## src/hw/rtl/dcc_pkg.sv

```systemverilog
package dcc_pkg;

   localparam int PREAMBLE_BITS   = 14;
   localparam int MAX_FRAME_BYTES = 6;
   localparam int QUEUE_DEPTH     = 2;

   localparam int PRE_W      = $clog2(PREAMBLE_BITS + 3);
   localparam int IDX_W      = $clog2(MAX_FRAME_BYTES);
   localparam int BYTE_POS_W = $clog2(MAX_FRAME_BYTES + 1);
   localparam int FILL_W     = $clog2(MAX_FRAME_BYTES);
   localparam int PIDX_W     = $clog2(MAX_FRAME_BYTES - 1);
   localparam int QPTR_W     = (QUEUE_DEPTH > 1) ? $clog2(QUEUE_DEPTH) : 1;
   localparam int QCNT_W     = $clog2(QUEUE_DEPTH + 1);

   localparam logic [PRE_W-1:0] PRE_LOAD = PRE_W'(PREAMBLE_BITS + 2);

   localparam logic [15:0] ONE_HALF_RESET  = 16'h02B7;
   localparam logic [15:0] ZERO_HALF_RESET = 16'h04AF;

   localparam logic [7:0] IDLE_BYTE_ADDR = 8'hFF;
   localparam logic [7:0] IDLE_BYTE_DATA = 8'h00;
   localparam logic [7:0] IDLE_BYTE_XOR  = 8'hFF;
   localparam int         IDLE_LEN       = 3;

   localparam int RSP_TDATA_W = 24;

   typedef enum logic {
      CSR_ONE_HALF  = 1'b0,
      CSR_ZERO_HALF = 1'b1
   } csr_index_type;

   typedef enum logic {
      ITEM_TICK = 1'b0,
      ITEM_LOAD = 1'b1
   } item_kind_type;

   typedef enum logic [1:0] {
      PH_PREAMBLE = 2'd0,
      PH_START    = 2'd1,
      PH_DATA     = 2'd2
   } tx_phase_type;

   typedef struct packed {
      item_kind_type kind;
      logic [7:0]    byte_value;
      logic          byte_last;
   } queue_item_type;

   typedef struct packed {
      logic        load_dropped;
      logic        pending_free;
      logic [15:0] half_period;
      logic        bit_value;
      logic        bit_start;
   } result_type;

endpackage

```

## src/hw/rtl/dcc_front.sv

```systemverilog
module dcc_front
   import dcc_pkg::*;
(
   input  logic           clock,
   input  logic           reset,
   input  logic           req_tvalid,
   output logic           req_tready,
   input  logic [7:0]     req_tdata,  // byte_value
   input  logic           req_tlast,  // byte_last
   input  logic           req_tuser,  // mode
   output logic           q_valid,
   output queue_item_type q_item,
   input  logic           q_pop
);

   queue_item_type entry_ff [QUEUE_DEPTH];
   logic [QPTR_W-1:0] wr_ptr_ff, wr_ptr_in;
   logic [QPTR_W-1:0] rd_ptr_ff, rd_ptr_in;
   logic [QCNT_W-1:0] count_ff, count_in;
   logic              push;
   queue_item_type    new_item;

   assign req_tready = (count_ff < QCNT_W'(QUEUE_DEPTH));
   assign push       = req_tvalid && req_tready;
   assign q_valid    = (count_ff != '0);
   assign q_item     = entry_ff[rd_ptr_ff];

   // classify the incoming transaction
   always_comb begin
      new_item.kind       = req_tuser ? ITEM_LOAD : ITEM_TICK;
      new_item.byte_value = req_tdata;
      new_item.byte_last  = req_tlast;
   end

   always_comb begin
      wr_ptr_in = wr_ptr_ff;
      rd_ptr_in = rd_ptr_ff;
      count_in  = count_ff;
      if (push) begin
         wr_ptr_in = (wr_ptr_ff == QPTR_W'(QUEUE_DEPTH - 1)) ? '0 : wr_ptr_ff + QPTR_W'(1);
      end
      if (q_pop) begin
         rd_ptr_in = (rd_ptr_ff == QPTR_W'(QUEUE_DEPTH - 1)) ? '0 : rd_ptr_ff + QPTR_W'(1);
      end
      if (push && !q_pop) begin
         count_in = count_ff + QCNT_W'(1);
      end else if (q_pop && !push) begin
         count_in = count_ff - QCNT_W'(1);
      end
   end

   always_ff @(posedge clock) begin
      if (push) begin
         entry_ff[wr_ptr_ff] <= new_item;
      end
   end

   always_ff @(posedge clock) begin
      if (reset) begin
         wr_ptr_ff <= '0;
         rd_ptr_ff <= '0;
         count_ff  <= '0;
      end else begin
         wr_ptr_ff <= wr_ptr_in;
         rd_ptr_ff <= rd_ptr_in;
         count_ff  <= count_in;
      end
   end

endmodule

```

## src/hw/rtl/dcc_back.sv

```systemverilog
module dcc_back
   import dcc_pkg::*;
(
   input  logic           clock,
   input  logic           reset,
   input  logic           csr_we,
   input  logic           csr_index,
   input  logic [15:0]    csr_wdata,
   input  logic           q_valid,
   input  queue_item_type q_item,
   output logic           q_pop,
   output logic           rsp_valid,
   input  logic           rsp_ready,
   output result_type     rsp_data
);

   logic [15:0] one_half_ff;
   logic [15:0] zero_half_ff;

   logic                  half_phase_ff, half_phase_in;
   logic                  upcoming_ff, upcoming_in;
   tx_phase_type          tx_phase_ff, tx_phase_in;
   logic [PRE_W-1:0]      preamble_left_ff, preamble_left_in;
   logic [BYTE_POS_W-1:0] byte_pos_ff, byte_pos_in;
   logic [2:0]            bit_pos_ff, bit_pos_in;
   logic [7:0]            frame_ff [MAX_FRAME_BYTES];
   logic [7:0]            frame_in [MAX_FRAME_BYTES];
   logic [BYTE_POS_W-1:0] frame_len_ff, frame_len_in;
   logic [7:0]            pend_ff [MAX_FRAME_BYTES-1];
   logic [7:0]            pend_in [MAX_FRAME_BYTES-1];
   logic [FILL_W-1:0]     pend_fill_ff, pend_fill_in;
   logic                  pend_ready_ff, pend_ready_in;
   logic [7:0]            pend_xor_ff, pend_xor_in;

   logic                  rsp_valid_ff;
   result_type            rsp_data_ff, result;

   logic                  bit_step;
   logic                  pre_done;
   logic                  byte_done;
   logic                  frame_done;
   logic [BYTE_POS_W-1:0] byte_pos_next;
   logic [7:0]            cur_byte;

   assign q_pop     = q_valid && (!rsp_valid_ff || rsp_ready);
   assign rsp_valid = rsp_valid_ff;
   assign rsp_data  = rsp_data_ff;

   assign bit_step      = (q_item.kind == ITEM_TICK) && half_phase_ff;
   assign pre_done      = (preamble_left_ff <= PRE_W'(1));
   assign byte_done     = (bit_pos_ff == 3'd0);
   assign byte_pos_next = byte_pos_ff + BYTE_POS_W'(1);
   assign frame_done    = (byte_pos_next >= frame_len_ff);
   assign cur_byte      = (byte_pos_ff < BYTE_POS_W'(MAX_FRAME_BYTES))
                          ? frame_ff[byte_pos_ff[IDX_W-1:0]] : 8'h00;

   // transmit phase sequencing
   always_comb begin
      tx_phase_in = tx_phase_ff;
      if (bit_step) begin
         unique case (tx_phase_ff)
            PH_PREAMBLE: begin
               if (pre_done) begin
                  tx_phase_in = PH_START;
               end
            end
            PH_START: begin
               tx_phase_in = PH_DATA;
            end
            PH_DATA: begin
               if (byte_done) begin
                  tx_phase_in = frame_done ? PH_PREAMBLE : PH_START;
               end
            end
            default: begin
               tx_phase_in = PH_PREAMBLE;
            end
         endcase
      end
   end

   always_comb begin
      half_phase_in    = half_phase_ff;
      upcoming_in      = upcoming_ff;
      preamble_left_in = preamble_left_ff;
      byte_pos_in      = byte_pos_ff;
      bit_pos_in       = bit_pos_ff;
      frame_in         = frame_ff;
      frame_len_in     = frame_len_ff;
      pend_in          = pend_ff;
      pend_fill_in     = pend_fill_ff;
      pend_ready_in    = pend_ready_ff;
      pend_xor_in      = pend_xor_ff;
      result           = '0;

      if (q_item.kind == ITEM_TICK) begin
         half_phase_in = ~half_phase_ff;
         if (half_phase_ff) begin
            result.bit_start   = 1'b1;
            result.bit_value   = upcoming_ff;
            result.half_period = upcoming_ff ? one_half_ff : zero_half_ff;
            unique case (tx_phase_ff)
               PH_PREAMBLE: begin
                  upcoming_in = 1'b1;
                  if (pre_done) begin
                     byte_pos_in      = '0;
                     preamble_left_in = PRE_LOAD;
                     if (!pend_ready_ff) begin
                        frame_in[0]  = IDLE_BYTE_ADDR;
                        frame_in[1]  = IDLE_BYTE_DATA;
                        frame_in[2]  = IDLE_BYTE_XOR;
                        frame_len_in = BYTE_POS_W'(IDLE_LEN);
                     end else begin
                        for (int i = 0; i < MAX_FRAME_BYTES - 1; i++) begin
                           if (FILL_W'(i) < pend_fill_ff) begin
                              frame_in[i] = pend_ff[i];
                           end
                        end
                        frame_in[pend_fill_ff[IDX_W-1:0]] = pend_xor_ff;
                        frame_len_in  = BYTE_POS_W'(pend_fill_ff) + BYTE_POS_W'(1);
                        pend_fill_in  = '0;
                        pend_ready_in = 1'b0;
                        pend_xor_in   = 8'h00;
                     end
                  end else begin
                     preamble_left_in = preamble_left_ff - PRE_W'(1);
                  end
               end
               PH_START: begin
                  upcoming_in = 1'b0;
                  bit_pos_in  = 3'd7;
               end
               PH_DATA: begin
                  upcoming_in = cur_byte[bit_pos_ff];
                  if (byte_done) begin
                     byte_pos_in = byte_pos_next;
                  end else begin
                     bit_pos_in = bit_pos_ff - 3'd1;
                  end
               end
               default: begin
                  upcoming_in      = 1'b1;
                  preamble_left_in = PRE_LOAD;
               end
            endcase
         end
      end else begin
         priority if (pend_ready_ff) begin
            result.load_dropped = 1'b1;
         end else if (pend_fill_ff >= FILL_W'(MAX_FRAME_BYTES - 1)) begin
            result.load_dropped = 1'b1;
            pend_ready_in       = q_item.byte_last;
         end else begin
            pend_in[pend_fill_ff[PIDX_W-1:0]] = q_item.byte_value;
            pend_fill_in  = pend_fill_ff + FILL_W'(1);
            pend_xor_in   = pend_xor_ff ^ q_item.byte_value;
            pend_ready_in = q_item.byte_last;
         end
      end

      result.pending_free = (pend_fill_in == '0) && !pend_ready_in;
   end

   always_ff @(posedge clock) begin
      if (reset) begin
         one_half_ff  <= ONE_HALF_RESET;
         zero_half_ff <= ZERO_HALF_RESET;
      end else if (csr_we) begin
         unique case (csr_index_type'(csr_index))
            CSR_ONE_HALF:  one_half_ff  <= csr_wdata;
            CSR_ZERO_HALF: zero_half_ff <= csr_wdata;
            default: begin
            end
         endcase
      end
   end

   // packet buffers and response data, no reset
   always_ff @(posedge clock) begin
      if (q_pop) begin
         frame_ff    <= frame_in;
         pend_ff     <= pend_in;
         rsp_data_ff <= result;
      end
   end

   always_ff @(posedge clock) begin
      if (reset) begin
         half_phase_ff    <= 1'b0;
         upcoming_ff      <= 1'b1;
         tx_phase_ff      <= PH_PREAMBLE;
         preamble_left_ff <= PRE_LOAD;
         byte_pos_ff      <= '0;
         bit_pos_ff       <= 3'd7;
         frame_len_ff     <= '0;
         pend_fill_ff     <= '0;
         pend_ready_ff    <= 1'b0;
         pend_xor_ff      <= 8'h00;
         rsp_valid_ff     <= 1'b0;
      end else begin
         if (q_pop) begin
            half_phase_ff    <= half_phase_in;
            upcoming_ff      <= upcoming_in;
            tx_phase_ff      <= tx_phase_in;
            preamble_left_ff <= preamble_left_in;
            byte_pos_ff      <= byte_pos_in;
            bit_pos_ff       <= bit_pos_in;
            frame_len_ff     <= frame_len_in;
            pend_fill_ff     <= pend_fill_in;
            pend_ready_ff    <= pend_ready_in;
            pend_xor_ff      <= pend_xor_in;
            rsp_valid_ff     <= 1'b1;
         end else if (rsp_ready) begin
            rsp_valid_ff <= 1'b0;
         end
      end
   end

   a_fill_bound: assert property (@(posedge clock) disable iff (reset)
      pend_fill_ff <= FILL_W'(MAX_FRAME_BYTES - 1))
      else $error("pending fill beyond buffer depth");

   a_load_no_bit: assert property (@(posedge clock) disable iff (reset)
      (q_pop && q_item.kind == ITEM_LOAD) |=> !rsp_data_ff.bit_start)
      else $error("load transaction started a bit");

   a_first_half: assert property (@(posedge clock) disable iff (reset)
      (q_pop && q_item.kind == ITEM_TICK && !half_phase_ff)
      |=> (!rsp_data_ff.bit_start && !rsp_data_ff.load_dropped))
      else $error("first half tick reported a bit or a drop");

   a_data_pos: assert property (@(posedge clock) disable iff (reset)
      (tx_phase_ff == PH_DATA) |-> (byte_pos_ff < frame_len_ff))
      else $error("byte position past frame length");

endmodule

```

## src/hw/rtl/dcc_packet_bit_encoder.sv

```systemverilog
// an accepted transaction waits in the queue, then the back end executes it into a registered result
// throughput: one transaction per cycle while results are taken, set by the execute stage in the back end
// a two-entry queue between front and back keeps input flowing while a result waits
// reset: synchronous, active high; clears control state and sets compare counts to 695 / 1199
// packet buffers are not cleared; only written entries are ever read
module dcc_packet_bit_encoder
   import dcc_pkg::*;
(
   input  logic                   clock,
   input  logic                   reset,
   input  logic                   csr_we,
   input  logic                   csr_index,
   input  logic [15:0]            csr_wdata,
   input  logic                   req_tvalid,
   output logic                   req_tready,
   input  logic [7:0]             req_tdata,  // byte_value
   input  logic                   req_tlast,  // byte_last
   input  logic                   req_tuser,  // mode
   output logic                   rsp_tvalid,
   input  logic                   rsp_tready,
   // bit_start, bit_value, half_period[15:0], pending_free, load_dropped, zero fill
   output logic [RSP_TDATA_W-1:0] rsp_tdata
);

   logic           q_valid;
   logic           q_pop;
   queue_item_type q_item;
   result_type     rsp_data;

   dcc_front u_front (
      .clock      (clock),
      .reset      (reset),
      .req_tvalid (req_tvalid),
      .req_tready (req_tready),
      .req_tdata  (req_tdata),
      .req_tlast  (req_tlast),
      .req_tuser  (req_tuser),
      .q_valid    (q_valid),
      .q_item     (q_item),
      .q_pop      (q_pop)
   );

   dcc_back u_back (
      .clock     (clock),
      .reset     (reset),
      .csr_we    (csr_we),
      .csr_index (csr_index),
      .csr_wdata (csr_wdata),
      .q_valid   (q_valid),
      .q_item    (q_item),
      .q_pop     (q_pop),
      .rsp_valid (rsp_tvalid),
      .rsp_ready (rsp_tready),
      .rsp_data  (rsp_data)
   );

   assign rsp_tdata = {(RSP_TDATA_W - $bits(result_type))'(0), rsp_data};

endmodule
```

## config.mk

```make
export PLATFORM = sky130hd
export DESIGN_NAME = dcc_packet_bit_encoder
export DESIGN_NICKNAME = d
export VERILOG_FILES = /design/src/hw/rtl/dcc_pkg.sv /design/src/hw/rtl/dcc_front.sv /design/src/hw/rtl/dcc_back.sv /design/src/hw/rtl/dcc_packet_bit_encoder.sv
export SDC_FILE = /design/constraint.sdc
export NUM_CORES = 1
export LEC_CHECK = 0
export BUFFER_PORTS_ARGS = -buffer_cell sky130_fd_sc_hd__buf_2
export CAP_MARGIN = 25
export CORE_MARGIN = 2
export CORE_UTILIZATION = 60
export CTS_CLUSTER_DIAMETER = 50
export DETAILED_ROUTE_END_ITERATION = 10
export PLACE_DENSITY = 0.82
export SYNTH_ARGS = -nofsm -noshare
export SYNTH_HDL_FRONTEND = slang
export SYNTH_HIERARCHICAL = 1
export SYNTH_SLANG_ARGS = --single-unit
```

## constraint.sdc

```tcl
create_clock -name clock -period 3.7 [get_ports clock]
set_input_delay 0.37 -clock clock [delete_from_list [all_inputs] [get_ports clock]]
set_output_delay 0.37 -clock clock [all_outputs]
set_load 0.005 [all_outputs]
```

==> out/qor.yml <==
outcome:
  outcome: "complete, no violations"
global_route:
  gr_overflow_total: 0
  grt_max_degree: 46
  first_pass_grt_wire_length_um: 29500
  grt_antenna_before_repair: 0
  overall_global_routing_resource_usage: 0.256
  via_count_of_the_first_global_routing_pass: 5790
final_layout:
  syn_to_final_growth_pct: 12.0
  nFillCells: 952
  final_common_cell: "sky130_fd_sc_hd__nand2_1"
  seq_cell_area_um2: 5200
  post_layout_nonfiller_instances: 989
  multi_input_comb_area_um2: 3080
  diodes_inserted: 0
  mostFrequentLayoutCells: "143 x sky130_fd_sc_hd__nand2_1, 128 x sky130_fd_sc_hd__edfxtp_1, 68 x sky130_fd_sc_hd__dfxtp_1"
  fin_nets: 844
  layout-drive-gt1-share: 0.133
  postLayoutCoreUtil: 0.690
logic_synthesis:
  postSynth.topFlopCell: "sky130_fd_sc_hd__edfxtp_1"
  yosys_synthesis_warning_count: 6
  yosys.cell_types.count: 59
  mappedNetlistArea_um2: 8560
  synth_enable_flop_cells: 128
  synth.ff_latch_count: 196
  ys_async_sr_fraction: 0
  synth_seq_area_share: 0.608
  syn-instance-count: 757
  syn-mean-instance-area_um2: 11.3
critical_path:
  sequence_of_cells_on_the_critical_path: "mux2_1 > nand2b_1 > nor3_1 > and3_1 > buf_4 > and2_1 > and3_1"
  critical_path.reg2reg.endpoint: "u_back/frame_ff[2]"
  critical_path_class: "reg -> reg"
  crit_path_max_fanout: 12
  endpoint_kind: "flop"
  timing.reg2reg.setup_slack_ps: 660
  cp_data_required_time_ps: 3800
  crit_path_max_incr_delay_ps: 590
  crit_path_frequent_cell: "sky130_fd_sc_hd__and3_1"
  critical_path_cell_with_the_highest_stage_delay: "sky130_fd_sc_hd__dfxtp_1"
  critPathArrivalTime_ps: 3140
  setup.worst_path.start_class: "flop"
  timing.reg2reg.worst_path_depth: 7
clock_tree:
  postCtsSetupBuffers: 0
  clk_latency_ps: 430
  post_cts_resized: 0
  clockBufferDepth: 2
  cts_tree: "built"
  cts.clk_slew.worst_paths_ps: 70
  cts-buffers-inserted: 17
  clock_sink_count: 196
  clk_tree_root_cell: "sky130_fd_sc_hd__clkbuf_16"
  holdBufCountCts: 0
  cts_max_level: 4
power:
  highest_ir_drop_seen_on_vdd_v: 0.000621
  cellLeakagePower_nw: 3.74
  power-per-cell-area_nw_per_um2: 604
  total_power_mw: 5.79
drt:
  drt_iter0_drc: 783
  post_drt_via_cell_ratio: 6.09
  drtPass1Iterations: 5
  drt_wl_total_um: 18500
  avgRoutedWirePerCell_um: 18.7
  drc: 0
  via_count: 6019
  postRouteAntennaNets: 0
job:
  cap_viol_max_count: 0
floorplan:
  floorplan.rows: 43
  initial_core_util: 0.616
  floorplan.die.width_um: 123
  full_die_area_um2: 15200
  ios: 58
  fp.dieH_um: 123
  placeable_core_region_um2: 13900
sta:
  tightest_slew_ps: 938
  finalClockSkew_ps: 13.4
  fin_hold_ws_ps: 128
  setup_violations: 0
  max_slew_vio_count: 0
  grt_setup_unrepaired: "no"
  finalWorstPathRequiredPeriod_ps: 3040
  hold_viol: 0
  achievable-frequency_mhz: 329
  final_tns_setup_ps: 0
  fin_crit_sh: 0.822
  timing.slew.headroom: 0.374
placement:
  port-buffer-count: 53
  weighted_congestion_reported_at_the_end_of_routability_driven_placement: 0.894
  detailedPlacementHpwl_um: 12500
  post_placement_cell_count: 956
hold_path:
  whs_endpoint: "u_front/entry_ff[0][0]"
  min-delay-path-class: "in -> reg"
  min_from: "req_tlast"
  min_delay_path_depth: 1
-- kinds of logic after synthesis --
group	synth area share
AOI/OAI and AO/OA	0.0850
xor gates and xnor gates	0.00614
adders and majority gates	0.0234
buffers and inverters	0.0336
DFF	0.608
muxes	0.0888
other	0.000438
and+or+nand+nor	0.154
-- critical path: cells and delay by family, from the launching register on --
family | cells | cell delay (ps)
buffers and inverters | 1 | 180
muxes | 1 | 490
DFF | 1 | 590
and+or+nand+nor | 5 | 1440
-- synthesized netlist by cell type (2+ instances only) --
cell type | count | share of area
sky130_fd_sc_hd__o22ai_1 | 2 | 0.0015
sky130_fd_sc_hd__clkbuf_1 | 34 | 0.015
sky130_fd_sc_hd__nand3b_1 | 3 | 0.0026
sky130_fd_sc_hd__nand2b_1 | 16 | 0.012
sky130_fd_sc_hd__nand4_1 | 2 | 0.0015
sky130_fd_sc_hd__or3_1 | 6 | 0.0044
sky130_fd_sc_hd__o21a_1 | 3 | 0.0026
sky130_fd_sc_hd__a21boi_0 | 8 | 0.0070
sky130_fd_sc_hd__inv_1 | 19 | 0.0083
sky130_fd_sc_hd__mux4_1 | 7 | 0.021
sky130_fd_sc_hd__buf_1 | 4 | 0.0018
sky130_fd_sc_hd__and2_1 | 5 | 0.0037
sky130_fd_sc_hd__nor2_1 | 55 | 0.024
sky130_fd_sc_hd__and3_1 | 9 | 0.0066
sky130_fd_sc_hd__o211ai_1 | 2 | 0.0018
sky130_fd_sc_hd__mux4_2 | 4 | 0.011
sky130_fd_sc_hd__mux2_2 | 2 | 0.0026
sky130_fd_sc_hd__o21ai_0 | 23 | 0.013
sky130_fd_sc_hd__a31oi_1 | 3 | 0.0022
sky130_fd_sc_hd__a22o_1 | 8 | 0.0082
sky130_fd_sc_hd__or4_1 | 2 | 0.0018
sky130_fd_sc_hd__ha_1 | 16 | 0.023
sky130_fd_sc_hd__mux2_1 | 10 | 0.013
sky130_fd_sc_hd__edfxtp_1 | 128 | 0.45
sky130_fd_sc_hd__or2_2 | 3 | 0.0022
sky130_fd_sc_hd__a21o_1 | 3 | 0.0026
sky130_fd_sc_hd__nor3_1 | 6 | 0.0035
sky130_fd_sc_hd__o21bai_1 | 2 | 0.0018
sky130_fd_sc_hd__nor2b_1 | 7 | 0.0051
sky130_fd_sc_hd__a311oi_1 | 4 | 0.0041
sky130_fd_sc_hd__nand2_1 | 143 | 0.063
sky130_fd_sc_hd__buf_4 | 4 | 0.0035
sky130_fd_sc_hd__mux2i_1 | 35 | 0.041
sky130_fd_sc_hd__a21oi_1 | 35 | 0.020
sky130_fd_sc_hd__xnor2_1 | 3 | 0.0031
sky130_fd_sc_hd__buf_2 | 5 | 0.0029
sky130_fd_sc_hd__xor2_1 | 3 | 0.0031
sky130_fd_sc_hd__nand3_1 | 38 | 0.022
sky130_fd_sc_hd__dfxtp_1 | 68 | 0.16
sky130_fd_sc_hd__a211oi_1 | 8 | 0.0070
-- state kept, by name, indices dropped and copies added (netlist names), 2 cells and up, named ones only --
name                     flops
u_back/pend_ff              40
u_back/pend_xor_ff           8
u_front/entry_ff            20
u_back/preamble_left_ff      5
u_back/rsp_data             20
u_front/count_ff             2
u_back/frame_len_ff          3
u_back/bit_pos_ff            3
u_back/tx_phase_ff           2
u_back/one_half_ff          16
u_back/byte_pos_ff           3
u_back/frame_ff             48
u_back/zero_half_ff         16
u_back/pend_fill_ff          3
-- worst max-delay path by stage --
stage,startpoint,end,slack [ps],cells after the start
3_5_place_dp,flop,u_back/frame_ff[6],750,7
2_1_floorplan,flop,u_back/frame_len_ff[0],1000,10
4_1_cts,flop,u_back/frame_ff[2],660,7
3_3_place_gp,flop,u_back/frame_ff[3],880,7
6_report,flop,u_back/frame_ff[2],660,7
5_1_grt,flop,u_back/frame_ff[2],500,7
-- stage by stage --
stage / setup WS [ps] / instance area, µm²
3_5_place_dp: 755 / 8940
2_1_floorplan: 995 / 8570
4_1_cts: 659 / 9550
3_3_place_gp: 883 / 8920
6_report: 659 / 9580
5_1_grt: 502 / 9580
-- per-layer routing --
metal	wire length, µm	GRT usage	vias up
met5	0	0	-
met3	1390	0.0558	41
met4	464	0.0916	0
li1	-	-	2765
met2	8960	0.410	289
met1	7700	0.347	2924
-- layout make-up --
cell class / instances / share of cell area
timing repair buffer: 65 / 0.0396
multi-input combinational: 495 / 0.321
sequential: 196 / 0.543
tap: 180 / 0.0235
clock inverter: 15 / 0.0200
inverter: 21 / 0.00823
clock buffer: 17 / 0.0444
-- power breakdown --
part | switching (mW) | internal (mW) | total, mW | leakage [nW]
sequential | 0.177 | 2.69 | 2.87 | 1.77
clock | 0.843 | 1.03 | 1.87 | 0.300
combinational | 0.681 | 0.368 | 1.05 | 1.66
total | 1.70 | 4.09 | 5.79 | 3.74
Note: power is estimated with default switching activity, not from simulation.
